**config.mk**
```make
export PLATFORM = sky130hd
export DESIGN_NAME = trial_division_factorizer_core
export DESIGN_NICKNAME = d
export VERILOG_FILES = /design/src/hdl/tdf_pkg.sv /design/src/hdl/tdf_div.sv /design/src/hdl/trial_division_factorizer_core.sv
export SDC_FILE = /design/constraint.sdc
export NUM_CORES = 1
export LEC_CHECK = 0
export ABC_AREA = 1
export BUFFER_PORTS_ARGS = -buffer_cell sky130_fd_sc_hd__buf_2
export CORE_ASPECT_RATIO = 1.2
export CORE_MARGIN = 4
export CORE_UTILIZATION = 56
export CTS_CLUSTER_SIZE = 25
export DETAILED_ROUTE_END_ITERATION = 16
export PLACE_DENSITY_LB_ADDON = 0.15
export SYNTH_ARGS = -nofsm -noshare
export SYNTH_HDL_FRONTEND = slang
export SYNTH_SLANG_ARGS = --single-unit
```
**constraint.sdc**
```tcl
create_clock -name clk -period 4 [get_ports clk]
set_input_delay 0.6 -clock clk [delete_from_list [all_inputs] [get_ports clk]]
set_output_delay 0.6 -clock clk [all_outputs]
set_load 0.05 [all_outputs]
```
**src/hdl/tdf_pkg.sv**
```systemverilog
// tdf_pkg: shared constants of the trial division factorizer
// no dependencies; imported by the top level

package tdf_pkg;

  // default width of the value that is factored
  localparam int VALUE_BITS_DEF = 32;

  // fixed port widths
  localparam int IN_W    = 32;
  localparam int PRIME_W = 32;
  localparam int EXP_W   = 6;

  // results per item are capped at this count
  localparam int MAX_RESULTS = 9;
  localparam int K_W         = $clog2(MAX_RESULTS + 1);

endpackage

```
**src/hdl/tdf_div.sv**
```systemverilog
// tdf_div: iterative restoring divider, one quotient bit per cycle
// standalone, no package needed; used by trial_division_factorizer_core

module tdf_div #(
  parameter int W = 32
) (
  input  logic         clk,
  input  logic         rst_n,
  input  logic         go,
  input  logic [W-1:0] dividend,
  input  logic [W-1:0] divisor,
  output logic         done,
  output logic [W-1:0] quotient,
  output logic [W-1:0] remainder
);

  localparam int CW = $clog2(W);

  logic [W-1:0]  rem_r, rem_nxt;
  logic [W-1:0]  quo_r, quo_nxt;
  logic [CW-1:0] cnt_r, cnt_nxt;
  logic          run_r, run_nxt;
  logic          done_r, done_nxt;
  logic [W:0]    trial;
  logic [W:0]    diff;

  assign trial = {rem_r, quo_r[W-1]};
  assign diff  = trial - {1'b0, divisor};

  always_comb begin
    rem_nxt  = rem_r;
    quo_nxt  = quo_r;
    cnt_nxt  = cnt_r;
    run_nxt  = run_r;
    done_nxt = 1'b0;
    if (go) begin
      rem_nxt = '0;
      quo_nxt = dividend;
      cnt_nxt = CW'(W - 1);
      run_nxt = 1'b1;
    end else if (run_r) begin
      // shift in next dividend bit, subtract when it fits
      if (!diff[W]) begin
        rem_nxt = diff[W-1:0];
        quo_nxt = {quo_r[W-2:0], 1'b1};
      end else begin
        rem_nxt = trial[W-1:0];
        quo_nxt = {quo_r[W-2:0], 1'b0};
      end
      cnt_nxt = cnt_r - 1'b1;
      if (cnt_r == '0) begin
        run_nxt  = 1'b0;
        done_nxt = 1'b1;
      end
    end
  end

  always_ff @(posedge clk) begin
    if (!rst_n) begin
      run_r  <= 1'b0;
      done_r <= 1'b0;
    end else begin
      run_r  <= run_nxt;
      done_r <= done_nxt;
    end
    rem_r <= rem_nxt;
    quo_r <= quo_nxt;
    cnt_r <= cnt_nxt;
  end

  assign done      = done_r;
  assign quotient  = quo_r;
  assign remainder = rem_r;

endmodule

```
**src/hdl/trial_division_factorizer_core.sv**
```systemverilog
// trial_division_factorizer_core: top level, sequencer around one shared divider
// depends on tdf_pkg and tdf_div
//
//  channel | ports                                   | handshake
//  --------+-----------------------------------------+----------------------------
//  input   | start, busy, in_value[31:0]             | taken when start && !busy
//  result  | out_valid, out_prime_factor[31:0],      | one-cycle strobe, no stall
//          | out_exponent[5:0], out_last, out_no_factor|
//
// each trial of a divisor is one run of the shared divider
// an item takes one divider run per trial division, up to about 65536 runs
// for a 32-bit prime; 0 and 1 answer next cycle
// reset is synchronous, active low, and returns the sequencer to idle
// results leave as single-cycle strobes; the receiver has no way to hold them

module trial_division_factorizer_core
  import tdf_pkg::*;
#(
  parameter int VALUE_BITS = VALUE_BITS_DEF
) (
  input  logic               clk,
  input  logic               rst_n,
  input  logic               start,
  output logic               busy,
  input  logic [IN_W-1:0]    in_value,
  output logic               out_valid,
  output logic [PRIME_W-1:0] out_prime_factor,
  output logic [EXP_W-1:0]   out_exponent,
  output logic               out_last,
  output logic               out_no_factor
);

  localparam int VB = VALUE_BITS;

  typedef enum logic [2:0] {
    S_IDLE = 3'b001,   // waiting for an item
    S_WAIT = 3'b010,   // divider running on rest / d
    S_TAIL = 3'b100    // leftover cofactor goes out as final result
  } state_t;

  state_t state_r, state_nxt;

  logic [VB-1:0]    rest_r, rest_nxt;     // remaining cofactor
  logic [VB-1:0]    d_r, d_nxt;           // current trial divisor
  logic [EXP_W-1:0] cnt_r, cnt_nxt;       // multiplicity of d so far
  logic [K_W-1:0]   k_r, k_nxt;           // results taken so far, incl. pending
  logic             pend_v_r, pend_v_nxt; // one result held back for the last flag
  logic [VB-1:0]    pend_p_r, pend_p_nxt;
  logic [EXP_W-1:0] pend_e_r, pend_e_nxt;
  logic             go_r, go_nxt;

  logic               ov_r, ov_nxt;
  logic [PRIME_W-1:0] op_r, op_nxt;
  logic [EXP_W-1:0]   oe_r, oe_nxt;
  logic               ol_r, ol_nxt;
  logic               on_r, on_nxt;

  logic [VB-1:0] v_in;
  logic          div_done;
  logic [VB-1:0] quo, rem;

  assign v_in = VB'(in_value);

  tdf_div #(.W(VB)) u_div (
    .clk       (clk),
    .rst_n     (rst_n),
    .go        (go_r),
    .dividend  (rest_r),
    .divisor   (d_r),
    .done      (div_done),
    .quotient  (quo),
    .remainder (rem)
  );

  always_comb begin
    state_nxt  = state_r;
    rest_nxt   = rest_r;
    d_nxt      = d_r;
    cnt_nxt    = cnt_r;
    k_nxt      = k_r;
    pend_v_nxt = pend_v_r;
    pend_p_nxt = pend_p_r;
    pend_e_nxt = pend_e_r;
    go_nxt     = 1'b0;
    ov_nxt     = 1'b0;
    op_nxt     = op_r;
    oe_nxt     = oe_r;
    ol_nxt     = 1'b0;
    on_nxt     = 1'b0;

    case (state_r)
      S_IDLE: begin
        if (start) begin
          if (v_in < VB'(2)) begin
            // zero or one: single flagged result
            ov_nxt = 1'b1;
            op_nxt = '0;
            oe_nxt = '0;
            ol_nxt = 1'b1;
            on_nxt = 1'b1;
          end else begin
            rest_nxt   = v_in;
            d_nxt      = VB'(2);
            cnt_nxt    = '0;
            k_nxt      = '0;
            pend_v_nxt = 1'b0;
            go_nxt     = 1'b1;
            state_nxt  = S_WAIT;
          end
        end
      end

      S_WAIT: begin
        if (div_done) begin
          if (cnt_r != '0) begin
            // dividing out the current prime
            if (rem == '0) begin
              rest_nxt = quo;
              cnt_nxt  = cnt_r + 1'b1;
            end else begin
              // prime done: release held result, hold this one
              if (k_r < K_W'(MAX_RESULTS)) begin
                if (pend_v_r) begin
                  ov_nxt = 1'b1;
                  op_nxt = PRIME_W'(pend_p_r);
                  oe_nxt = pend_e_r;
                end
                pend_v_nxt = 1'b1;
                pend_p_nxt = d_r;
                pend_e_nxt = cnt_r;
                k_nxt      = k_r + 1'b1;
              end
              cnt_nxt = '0;
              d_nxt   = d_r + 1'b1;
            end
            go_nxt = 1'b1;
          end else if (d_r > quo) begin
            // d * d > rest: loop over
            if (rest_r != VB'(1) && k_r < K_W'(MAX_RESULTS)) begin
              if (pend_v_r) begin
                ov_nxt    = 1'b1;
                op_nxt    = PRIME_W'(pend_p_r);
                oe_nxt    = pend_e_r;
                state_nxt = S_TAIL;
              end else begin
                ov_nxt    = 1'b1;
                op_nxt    = PRIME_W'(rest_r);
                oe_nxt    = EXP_W'(1);
                ol_nxt    = 1'b1;
                state_nxt = S_IDLE;
              end
            end else begin
              ov_nxt    = 1'b1;
              op_nxt    = PRIME_W'(pend_p_r);
              oe_nxt    = pend_e_r;
              ol_nxt    = 1'b1;
              state_nxt = S_IDLE;
            end
          end else begin
            if (rem == '0) begin
              rest_nxt = quo;
              cnt_nxt  = EXP_W'(1);
            end else begin
              d_nxt = d_r + 1'b1;
            end
            go_nxt = 1'b1;
          end
        end
      end

      S_TAIL: begin
        ov_nxt    = 1'b1;
        op_nxt    = PRIME_W'(rest_r);
        oe_nxt    = EXP_W'(1);
        ol_nxt    = 1'b1;
        state_nxt = S_IDLE;
      end

      default: begin
        state_nxt = S_IDLE;
      end
    endcase
  end

  always_ff @(posedge clk) begin
    if (!rst_n) begin
      state_r <= S_IDLE;
      go_r    <= 1'b0;
      ov_r    <= 1'b0;
    end else begin
      state_r <= state_nxt;
      go_r    <= go_nxt;
      ov_r    <= ov_nxt;
    end
    rest_r   <= rest_nxt;
    d_r      <= d_nxt;
    cnt_r    <= cnt_nxt;
    k_r      <= k_nxt;
    pend_v_r <= pend_v_nxt;
    pend_p_r <= pend_p_nxt;
    pend_e_r <= pend_e_nxt;
    op_r     <= op_nxt;
    oe_r     <= oe_nxt;
    ol_r     <= ol_nxt;
    on_r     <= on_nxt;
  end

  assign busy             = (state_r != S_IDLE);
  assign out_valid        = ov_r;
  assign out_prime_factor = op_r;
  assign out_exponent     = oe_r;
  assign out_last         = ol_r;
  assign out_no_factor    = on_r;

endmodule
```
# == After elaboration in Yosys (flattened, before gate mapping) ==
# Cells that the tools add are included.
# word_totals
rom_bits,0
ram_bits,0
in_bits,35
latch_bits,0
mem_count,0
reg_bits,229
# op_classes
n_mul,0
addsub,5
reduce_logical,14
magnitude_cmp,3
n_shift,0
n_eq_ne,20
bitwise_logic,3
mux,95
div_mod_pow,0
# ops
operator,n
$mux W32,25
$pmux W32 S2,2
$mux W6,17
$pmux W32 S3,1
$sub A33 B32 Y33,1
$add A32 B1 Y32 const B,1
$gt A32 B32 Y1,1
$logic_not A32 Y1,1
$lt A32 B2 Y1 const B,1
$ne A32 B1 Y1 const B,1
$mux W1,29
$mux W4,6
$mux W3,7
$ne A3 B3 Y1 const B,6
$pmux W6 S3,1
$ne A2 B2 Y1 const B,8
$reduce_and A5 Y1,3
$pmux W6 S2,1
$pmux W4 S2,1
$reduce_and A8 Y1,1
$reduce_and A7 Y1,1
$add A6 B1 Y6 const B,1
$pmux W1 S3,2
$pmux W3 S2,1
17 further kinds,21

# == Depth between registers and ports, before layout ==
# Gate-level depths: netlist of run 1.
# logic_depth
depth_word,7
mapped_depth,18
depth_no_buf,18

# == Hierarchy ==
# Synthesis of run 1 repeated with hierarchy kept, for this count alone.
# unflattened
hier_cells,1873
hier_area_um2,14380.0
# modules_own_cells
module,cells_per_inst,area_per_inst_um2,instances
trial_division_factorizer_core,882,8436.8,1
tdf_div,991,5943.2,1

# == Least setup slack after synthesis of run 1 ==
# No wires, ideal clock.
# synth_path
kind,register to register
startpoint,register state_r[2]
endpoint,"register oe_r[0], in the netlist out_exponent[0] (enable)"
synth_period_minus_slack_ns,3.771
stages_incl_launch_ff,8
n_path_buf,0
arrival_time_ns,3.325
t_required_ns,3.554
slack_ns,0.229
path_cell_list,dfxtp_1 > inv_1 > nand3_1 > nand2_1 > nor2_1 > a211oi_1 > nand3_1 > a21oi_1
# synth_via
elab_chain_len,3
elab_cells_between_ends,12
# synth_lines
item,line,rtl
start: declaration,trial_division_factorizer_core.sv:41,"state_t state_r, state_nxt;"
start signal: assignment,trial_division_factorizer_core.sv:191,state_r <= state_nxt;
$eq A3 B2 Y1 (tied with other cells),trial_division_factorizer_core.sv:91,case (state_r)
$ne A3 B3 Y1 (no source line) (tied with other cells),n/a,
$reduce_and A8 Y1 (no source line) (*),n/a,
end signal: assignment,trial_division_factorizer_core.sv:203,oe_r <= oe_nxt;
end: declaration,trial_division_factorizer_core.sv:54,"logic [EXP_W-1:0] oe_r, oe_nxt;"
# Every way passes the cells marked *; elsewhere a longest branch is shown, timed or not.
# A chain may end at the register's enable or synchronous reset.

# == Worst setup path in the final report of run 1 ==
# layout_path
startpoint,register d_r[15]
endpoint,register rest_r[4] (enable)
# layout_via
elab_chain_len,3
# layout_lines
item,line,rtl
start: declaration,trial_division_factorizer_core.sv:44,"logic [VB-1:0] d_r, d_nxt;"
start signal: assignment,trial_division_factorizer_core.sv:196,d_r <= d_nxt;
$gt A32 B32 Y1,trial_division_factorizer_core.sv:137,end else if (d_r > quo) begin
$ne A3 B3 Y1 (no source line),n/a,
$reduce_and A5 Y1 (no source line),n/a,
end signal: assignment,trial_division_factorizer_core.sv:195,rest_r <= rest_nxt;
end: declaration,trial_division_factorizer_core.sv:43,"logic [VB-1:0] rest_r, rest_nxt;"
# Every way passes these cells.

==> results of run 1 <==
metal layers:
layer	track usage	share of wire	vias up
met5	0	0	-
met4	0.09964	0.040	0
met3	0.02899	0.058	88
met2	0.4609	0.48	388
met1	0.3473	0.42	5557
li1	-	-	5965
state kept, by name (all words and copies together) (netlist names), 3 cells and up:
name,count
state_r,3
out_exponent,6
k_r,4
pend_e_r,6
u_div.remainder,32
out_prime_factor,32
rest_r,32
cnt_r,6
u_div.cnt_r,5
u_div.quotient,32
pend_p_r,32
d_r,32
cell families after synthesis:
family | after synthesis
AND/OR/NAND/NOR | 943
AO/OA/AOI/OAI | 206
XOR/XNOR | 41
adder cells (fa/ha/maj) | 71
buffers and inverters | 284
flip-flops | 229
worst register-to-register path, cell delays in order (launching register included):
cell	delay, ns
edfxtp_1	0.51
ha_1	0.35
nand2_1	0.08
nor3_1	0.44
nand4_1	0.32
nand2_1	0.24
nand2_1	0.13
nand2_1	0.09
nand2_1	0.10
nor2_2	0.10
buf_4	0.40
synthesized netlist by cell type, types with 3 or more instances:
| cell type | count |
|---|---|
| a21o_1 | 5 |
| a21oi_1 | 81 |
| buf_2 | 13 |
| buf_4 | 6 |
| clkbuf_1 | 30 |
| dfxtp_1 | 46 |
| edfxtp_1 | 183 |
| ha_1 | 70 |
| inv_1 | 228 |
| inv_2 | 3 |
| nand2_1 | 531 |
| nand2_2 | 23 |
| nand2_4 | 7 |
| nand3_1 | 128 |
| nand3_2 | 9 |
| nand3b_1 | 8 |
| nand4_1 | 29 |
| nor2_1 | 150 |
| nor2_2 | 3 |
| nor3_1 | 36 |
| nor4_1 | 14 |
| o21ai_0 | 95 |
| o21ai_1 | 4 |
| o21bai_1 | 6 |
| xnor2_1 | 15 |
| xor2_1 | 26 |
through the flow:
step	cells	hold slack (ns)	utilization	power [mW]
final	2185	0.3315	0.6282	12.86
after global routing	2185	0.3391	0.6282	13.81
after CTS	2185	0.3162	0.6282	12.87
after detailed placement	2140	0.4469	0.5959	10.60
after global placement	2140	0.4332	0.5959	10.47
after floorplan	1774	0.4264	-	8.841
worst paths after layout:
check                  end  slack [ns]      from  cells after the start
min          out_no_factor        0.33     start                      3
min reg2reg    pend_e_r[5]        0.46  cnt_r[5]                      0
max              rest_r[4]        0.83   d_r[15]                     10
max reg2reg      rest_r[4]        0.83   d_r[15]                     10
power by group through the flow:
stage	combinational (mW)	clock, mW	sequential [mW]
after floorplan	4.08	0	4.76
after global placement	6.04	0	4.43
after detailed placement	6.13	0	4.47
after CTS	6.16	2.29	4.42
after global routing	6.89	2.39	4.54
final	6.16	2.25	4.44
area by class of cell:
cell class,count,share of cell area
Multi-Input combinational cell,1261,0.4193
Sequential cell,229,0.4141
Inverter,232,0.05619
Clock buffer,39,0.04698
Timing Repair Buffer,93,0.03278
Tap cell,325,0.02624
Clock inverter,6,0.004440
==> out/metrics.yaml, run 1 <==
outcome:
  outcome: "complete, no violations"
layout:
  final_cell_mix: "nand2_1, inv_1, edfxtp_1"
  drive_above_1_share: 0.1032
  layout.cells.most_common: "nand2_1"
  ff_latch_area_um2: 6417
  multi_input_area_um2: 6499
  n_antenna_cell: 0
  area_growth_pct: 10.62
  fin_nets: 1948
  fillers: 2241
  finalInstanceArea_um2: 15500
pwr:
  clkPwrFrac: 0.175
  switching_share: 0.4722
  irDropWorstVdd_mv: 0.5916
  p_comb_frac: 0.479
  seq_power_share: 0.346
  p_leak_nw: 7.126
  switching_power_mw: 6.072
  p_per_area_nw_per_um2: 829.6
  p_int_mw: 6.786
critical_path:
  critPathKind: "reg -> reg"
  crit_family: "simple AND/OR/NAND/NOR gates"
  cp-end-kind: "register"
  startpoint_type: "register"
  critPathBufInv: 1
  crit_slowest_cell: "edfxtp_1"
  crit_arrival_ns: 3.34
  critPathMaxStageDelay_ns: 0.51
  path_cells: "ha_1, nand2_1, nor3_1, nand4_1, nand2_1, nand2_1, nand2_1, nand2_1, nor2_2, buf_4"
  required_ns: 4.17
  critPathMaxFanout: 32
  crit_top_cell: "nand2_1"
die:
  fp.dieH_um: 181.3
  core-area_um2: 24670
  die-area_um2: 27620
  pin_count: 77
  die_x_um: 152.4
  row_count: 63
  initial_core_util: 0.5679
detailed_routing:
  firstDrtPassIters: 7
  drt-total-wl_um: 37450
  wire_per_inst_um: 17.14
  dr.first_iter.drc_count: 883
  vias: 12000
  route.detailed.drc: 0
  routed_via_density: 5.491
  drtAntennaViolNets: 0
timing:
  finClkSkew_ns: 0.01271
  setup_ws_ns: 0.8286
  grt_setup_unrepaired: "false"
  setup-violations-final: 0
  slew_headroom: 0.2185
  slew_violations: 0
  period_needed_ns: 3.171
  fmax_ghz: 0.3153
  setup-tns-final_ns: 0
  finalCritPeriodShare: 0.7929
  hold_viol: 0
  worstMarginPinSlew_ns: 1.169
synthesis:
  synth_edf_count: 183
  synth.mux.area_fraction: 0
  synth_xor_area_frac: 0.02563
  yosys.cell_types.count: 44
  synth_top_family_by_area: "simple AND/OR/NAND/NOR gates"
  syn_inst: 1774
  syn_area_per_cell_um2: 7.898
  synth_flop_cell: "edfxtp_1"
  synth-simple-area-share: 0.2916
  synth_nets: 1880
  async_flop_share: 0
  ys_seq_area_frac: 0.4579
  synth-seq-cells: 229
  synth_fa_ha_area_frac: 0.06394
  yosysTopAreaCellShare: 0.3922
  synthTopCellsByArea: "edfxtp_1, nand2_1, dfxtp_1, ha_1, inv_1"
  yosys_warnings: 0
  syn_area_um2: 14010
  synth_area_leader_cell: "edfxtp_1"
  synth-compound-area-share: 0.07975
clock_tree:
  htree_levels: 1
  root_buffer: "clkbuf_16"
  cts-hold-fix-buffers: 0
  cts_tree: "done"
  cts.clk_slew.worst_paths_ns: 0.07
  clkLatencyLatePin_ns: 0.52
  cts_made_buffers: 25
  cts_setup_buffers: 0
  clock_sinks: 229
  clk_path_buf_depth: 3
  cts.repair.resized: 0
global_route:
  gr-total-overflow: 0
  grt_pass1_vias: 11630
  grt_pass1_wl_um: 59840
  antenna_found_initial: 0
  grt_max_degree: 72
  grt_util_all_layers: 0.2667
run:
  drv_cap: 0
place:
  dp_slack_ns: 0.8451
  port_buffers: 76
  gp_congestion: 0.9460
  dp_hpwl_um: 28100
  post_dp_cell_area_um2: 14700
min_path:
  hold_path_class: "in -> reg"
(Power assumes the default switching activity.)
==> run 2, diff against run 1 <==
--- a/config.mk
+++ b/config.mk
@@ -9,7 +9,7 @@
 export BUFFER_PORTS_ARGS = -buffer_cell sky130_fd_sc_hd__buf_2
 export CORE_ASPECT_RATIO = 1.2
 export CORE_MARGIN = 4
-export CORE_UTILIZATION = 56
+export CORE_UTILIZATION = 59
 export CTS_CLUSTER_SIZE = 25
 export DETAILED_ROUTE_END_ITERATION = 16
 export PLACE_DENSITY_LB_ADDON = 0.15
==> constraint.sdc (replaced) <==
create_clock -name clk -period 3.1 [get_ports clk]
set_input_delay 0.465 -clock clk [delete_from_list [all_inputs] [get_ports clk]]
set_output_delay 0.465 -clock clk [all_outputs]
set_load 0.05 [all_outputs]
==> out/metrics.yaml, run 2 (synthesis results as in run 1) <==
die:
  fp.dieH_um: 176.8  # -2.5%
  core-area_um2: 23280  # -5.6%
  row_count: 61  # -3.2%
  pin_count: 77  # unchanged
  initial_core_util: 0.6019  # +0.03400
  die_x_um: 148.7  # -2.4%
  die-area_um2: 26290  # -4.8%
timing:
  fmax_ghz: 0.3389  # +7.5%
  grt_setup_unrepaired: "false"
  slew_violations: 0  # unchanged
  finClkSkew_ns: 0.01318  # +0.0004773 ns
  worstMarginPinSlew_ns: 1.201  # +0.03176 ns
  hold_viol: 0  # unchanged
  setup-tns-final_ns: 0  # unchanged
  slew_headroom: 0.1973  # -0.02122
  finalCritPeriodShare: 0.9520  # +0.1591
  setup-violations-final: 0  # unchanged
  period_needed_ns: 2.951  # -0.2203 ns
detailed_routing:
  vias: 12180  # +1.5%
  drt-total-wl_um: 38290  # +2.2%
  route.detailed.drc: 0  # unchanged
  routed_via_density: 5.517  # +0.46%
  dr.first_iter.drc_count: 806  # -8.7%
  wire_per_inst_um: 17.35  # +1.2%
  firstDrtPassIters: 5  # -2
  drtAntennaViolNets: 0  # unchanged
clock_tree:
  cts-hold-fix-buffers: 0  # unchanged
  cts_tree: "done"
  clk_path_buf_depth: 3  # unchanged
  clkLatencyLatePin_ns: 0.52  # about the same
  htree_levels: 1  # unchanged
  cts_setup_buffers: 0  # unchanged
  root_buffer: "clkbuf_16"
  cts.repair.resized: 0  # unchanged
  clock_sinks: 229  # unchanged
  cts.clk_slew.worst_paths_ns: 0.06  # about the same
  cts_made_buffers: 24  # -4.0%
layout:
  multi_input_area_um2: 6499  # unchanged
  n_antenna_cell: 0  # unchanged
  drive_above_1_share: 0.1195  # +0.01622
  layout.cells.most_common: "nand2_1"
  final_cell_mix: "nand2_1, inv_1, edfxtp_1"
  fillers: 1980  # -12%
  finalNonFillerCells: 2207  # +1.0%
  area_growth_pct: 12.87
  fin_nets: 1982  # +1.7%
  ff_latch_area_um2: 6417  # unchanged
place:
  port_buffers: 76  # unchanged
  gp_congestion: 0.9548  # +0.93%
  placed_cells: 2165  # +1.2%
  dp_hpwl_um: 29410  # +4.6%
critical_path:
  critPathKind: "reg -> reg"
  cp-end-kind: "register"
  required_ns: 3.30  # -0.87 ns
  critPathMaxFanout: 32  # unchanged
  startpoint_type: "register"
  crit_arrival_ns: 3.15  # -0.19 ns
pwr:
  irDropWorstVdd_mv: 0.5274  # -11%
  p_leak_nw: 7.332  # +2.9%
  p_per_area_nw_per_um2: 1086  # +31%
global_route:
  grt_pass1_vias: 12060  # +3.7%
  use_met2: 0.5227  # +0.06180
  grt_util_all_layers: 0.2940  # +0.02727
  grt_pass1_wl_um: 61690  # +3.1%
  grt_util_met1: 0.3740  # +0.02669
  gr-total-overflow: 0  # unchanged
  antenna_found_initial: 0  # unchanged
  use_met3: 0.03125  # +0.002261
  globalRoute.busiestLayer: "met2"
  grt_max_degree: 90  # +25%
run:
  drv_cap: 0  # unchanged
min_path:
  hold_path_class: "in -> reg"
outcome:
  outcome: "complete, no violations"
run 2: cell count changes in the layout (fill, tap and decap cells not counted), sizes merged:
cell      change
buf          +35
clkbuf       -10
bufinv        +3
clkinv        +3
inv           +2
clkinvlp      -1
run 2: critical path, stage by stage (launching register included):
cell and delay [ns]:
edfxtp_1 0.42, ha_1 0.32, nand4_1 0.11, nor3_1 0.48, nand4_1 0.33, nand2_1 0.22
nand2_1 0.13, nand2_1 0.09, nand2_1 0.10, nor2_2 0.16, buf_12 0.23
run 2: metal layers:
layer,vias up,wire (um)
met2,362,19160
li1,6052,-
met5,-,0
met3,67,2222
met1,5694,15470
met4,0,1436
run 2: layout make-up:
cell class | count | area share
flip-flops and latches | 229 | 0.4058
inverters | 232 | 0.05507
multi-input cells | 1261 | 0.4110
clock inverters | 13 | 0.01084
well taps | 315 | 0.02492
repair buffers | 128 | 0.05190
clock buffers | 29 | 0.04051
run 2: final timing paths:
kind	startpoint	end	slack, ns	depth (start not counted)
min reg2reg	cnt_r[5]	pend_e_r[5]	0.46	0
max reg2reg	d_r[9]	rest_r[9]	0.15	10
min	start	out_no_factor	0.19	3
max	d_r[9]	rest_r[9]	0.15	10
run 2: power breakdown:
group / switching (mW) / internal (mW) / total [mW] / leakage, nW
logic: 6.12 / 2.54 / 8.66 / 4.81
clock network: 1.22 / 1.81 / 3.03 / 0.400
registers: 0.612 / 4.87 / 5.48 / 2.12
total: 7.96 / 9.21 / 17.2 / 7.33
run 2: metrics by stage:
stage / utilization / total power [mW] / hold slack (ns) / area (um2) / setup WS (ns)
final: 0.6793 / 17.18 / 0.1939 / 15810 / 0.1489
after global routing: 0.6793 / 18.44 / 0.2172 / 15810 / 0.03302
after CTS: 0.6793 / 17.15 / 0.1896 / 15810 / 0.2545
after detailed placement: 0.6445 / 14.10 / 0.4447 / 15000 / 0.2547
after global placement: 0.6445 / 13.87 / 0.4406 / 15000 / 0.3189
after floorplan: - / 11.40 / 0.4264 / 14020 / 0.1371
==> run 3, diff against run 2 <==
--- a/config.mk
+++ b/config.mk
@@ -13,6 +13,7 @@
 export CTS_CLUSTER_SIZE = 25
 export DETAILED_ROUTE_END_ITERATION = 16
 export PLACE_DENSITY_LB_ADDON = 0.15
+export REMOVE_ABC_BUFFERS = 1
 export SYNTH_ARGS = -nofsm -noshare
 export SYNTH_HDL_FRONTEND = slang
 export SYNTH_SLANG_ARGS = --single-unit
==> out/metrics.yaml, run 3 (synthesis results as in run 1) <==
pwr:
  p_leak_nw: 7.241  # -1.2%
  p_per_area_nw_per_um2: 1074  # -1.1%
  irDropWorstVdd_mv: 0.6665  # +26%
  seq_power_share: 0.337  # +0.018
  switching_share: 0.4724  # +0.008906
  p_int_mw: 8.875  # -3.7%
  p_comb_frac: 0.498  # -0.006
  clkPwrFrac: 0.165  # -0.012
  switching_power_mw: 7.948  # -0.17%
clock_tree:
  clk_path_buf_depth: 3  # unchanged
  cts_tree: "done"
  clkLatencyLatePin_ns: 0.52  # about the same
  cts.clk_slew.worst_paths_ns: 0.06  # about the same
  clock_sinks: 229  # unchanged
  root_buffer: "clkbuf_16"
  cts-hold-fix-buffers: 0  # unchanged
  cts_made_buffers: 24  # unchanged
  htree_levels: 1  # unchanged
  cts_setup_buffers: 0  # unchanged
  cts.repair.resized: 0  # unchanged
global_route:
  grt_pass1_wl_um: 60060  # -2.6%
  gr-total-overflow: 0  # unchanged
  antenna_found_initial: 0  # unchanged
  grt_util_all_layers: 0.2847  # -0.009261
  grt_max_degree: 72  # -20%
  grt_pass1_vias: 11870  # -1.5%
critical_path:
  crit_arrival_ns: 3.10  # -0.05 ns
  startpoint_type: "register"
  critPathMaxStageDelay_ns: 0.47  # about the same
  crit_top_cell: "nand2_1"
  required_ns: 3.31  # about the same
  crit_family: "simple AND/OR/NAND/NOR gates"
  critPathMaxFanout: 27  # -16%
  critPathKind: "reg -> reg"
  crit_slowest_cell: "edfxtp_1"
  critPathBufInv: 1  # unchanged
  cp-end-kind: "register"
  path_cells: "ha_1, nand4_1, nor3_1, nand4_1, nand2_1, nand2_1, nand2_1, nand2_1, nor2_2, buf_12"
place:
  dp_hpwl_um: 28640  # -2.6%
  dp_slack_ns: 0.2057  # -0.04898 ns
  placed_cells: 2151  # -0.65%
  gp_congestion: 1.003  # +5.0%
  port_buffers: 76  # unchanged
detailed_routing:
  drtAntennaViolNets: 0  # unchanged
  route.detailed.drc: 0  # unchanged
  dr.first_iter.drc_count: 892  # +11%
  drt-total-wl_um: 37590  # -1.8%
  wire_per_inst_um: 17.14  # -1.2%
  routed_via_density: 5.551  # +0.62%
  firstDrtPassIters: 6  # +1
  vias: 12170  # -0.016%
timing:
  hold_viol: 0  # unchanged
  slew_violations: 0  # unchanged
  worstMarginPinSlew_ns: 0.8797  # -0.3215 ns
  fmax_ghz: 0.3452  # +1.9%
  setup_ws_ns: 0.2027  # +0.05389 ns
  period_needed_ns: 2.897  # -0.05389 ns
  grt_setup_unrepaired: "false"
  setup-violations-final: 0  # unchanged
  setup-tns-final_ns: 0  # unchanged
  finClkSkew_ns: 0.02262  # +0.009440 ns
  slew_headroom: 0.4090  # +0.2117
  finalCritPeriodShare: 0.9346  # -0.01738
layout:
  area_growth_pct: 11.81
  final_util: 0.6730  # -0.006343
  drive_above_1_share: 0.1140  # -0.005499
  layout.cells.most_common: "nand2_1"
  finalNonFillerCells: 2193  # -0.63%
  n_antenna_cell: 0  # unchanged
  fin_nets: 1968  # -0.71%
  final_cell_mix: "nand2_1, inv_1, edfxtp_1"
die:
  die_x_um: 148.7  # unchanged
  pin_count: 77  # unchanged
  fp.dieH_um: 176.8  # unchanged
  core-area_um2: 23280  # unchanged
  die-area_um2: 26290  # unchanged
  row_count: 61  # unchanged
  initial_core_util: 0.6019  # unchanged
run:
  drv_cap: 0  # unchanged
min_path:
  hold_path_class: "in -> reg"
outcome:
  outcome: "complete, no violations"
run 3: cell types whose count changed in the layout (fill, tap and decap cells not counted), moves of 2 or more:
| cell | previous run | this run |
|---|---|---|
| clkbuf_8 | 0 | 2 |
| clkinv_2 | 4 | 2 |
| clkinv_1 | 4 | 1 |
| clkbuf_1 | 4 | 6 |
| bufinv_16 | 4 | 0 |
| buf_4 | 48 | 34 |
run 3: worst paths after layout:
| check | start | end | slack (ns) | depth (start not counted) |
|---|---|---|---|---|
| setup reg to reg | d_r[11] | rest_r[5] | 0.20 | 10 |
| hold reg to reg | cnt_r[5] | pend_e_r[5] | 0.48 | 0 |
| hold / removal | start | out_no_factor | 0.18 | 3 |
| setup / recovery | d_r[11] | rest_r[5] | 0.20 | 10 |
run 3: metrics by stage:
stage | power [mW] | area, um2 | hold WS [ns]
finish | 16.82 | 15670 | 0.1822
global route | 17.98 | 15670 | 0.1744
CTS | 16.76 | 15660 | 0.1707
detailed placement | 13.97 | 14900 | 0.4617
global placement | 13.77 | 14900 | 0.4332
floorplan | 10.87 | 13740 | 0.4264
run 3: power by group through the flow:
stage                     combinational (mW)  sequential (mW)  clock, mW
after floorplan                         4.67             6.20          0
after global placement                  8.12             5.65          0
after detailed placement                8.26             5.70          0
after CTS                               8.31             5.65       2.80
after global routing                    9.26             5.78       2.94
final                                   8.38             5.67       2.77
run 3: area by class of cell:
| type | instances | area, um2 |
|---|---|---|
| inverters | 232 | 870.8 |
| repair buffers | 114 | 715.7 |
| flip-flops and latches | 229 | 6417 |
| clock buffers | 36 | 713.2 |
| clock inverters | 6 | 53.80 |
| well taps | 315 | 394.1 |
| multi-input cells | 1261 | 6501 |
| fillers | 1975 | 7612 |
run 3: routing by layer:
layer | vias up | share of wire | GRT usage
met5 | - | 0 | 0
met4 | 0 | 0.035 | 0.09357
met3 | 90 | 0.064 | 0.02741
met2 | 465 | 0.51 | 0.5213
met1 | 5607 | 0.39 | 0.3522
li1 | 6011 | - | -
run 3: worst register-to-register path: stages (launching register included):
cell and delay (ns):
edfxtp_1 0.47, ha_1 0.37, nand4_1 0.16, nor3_1 0.33, nand4_1 0.31, nand2_1 0.22, nand2_1 0.14, nand2_1 0.09
nand2_1 0.09, nor2_2 0.19, buf_12 0.22
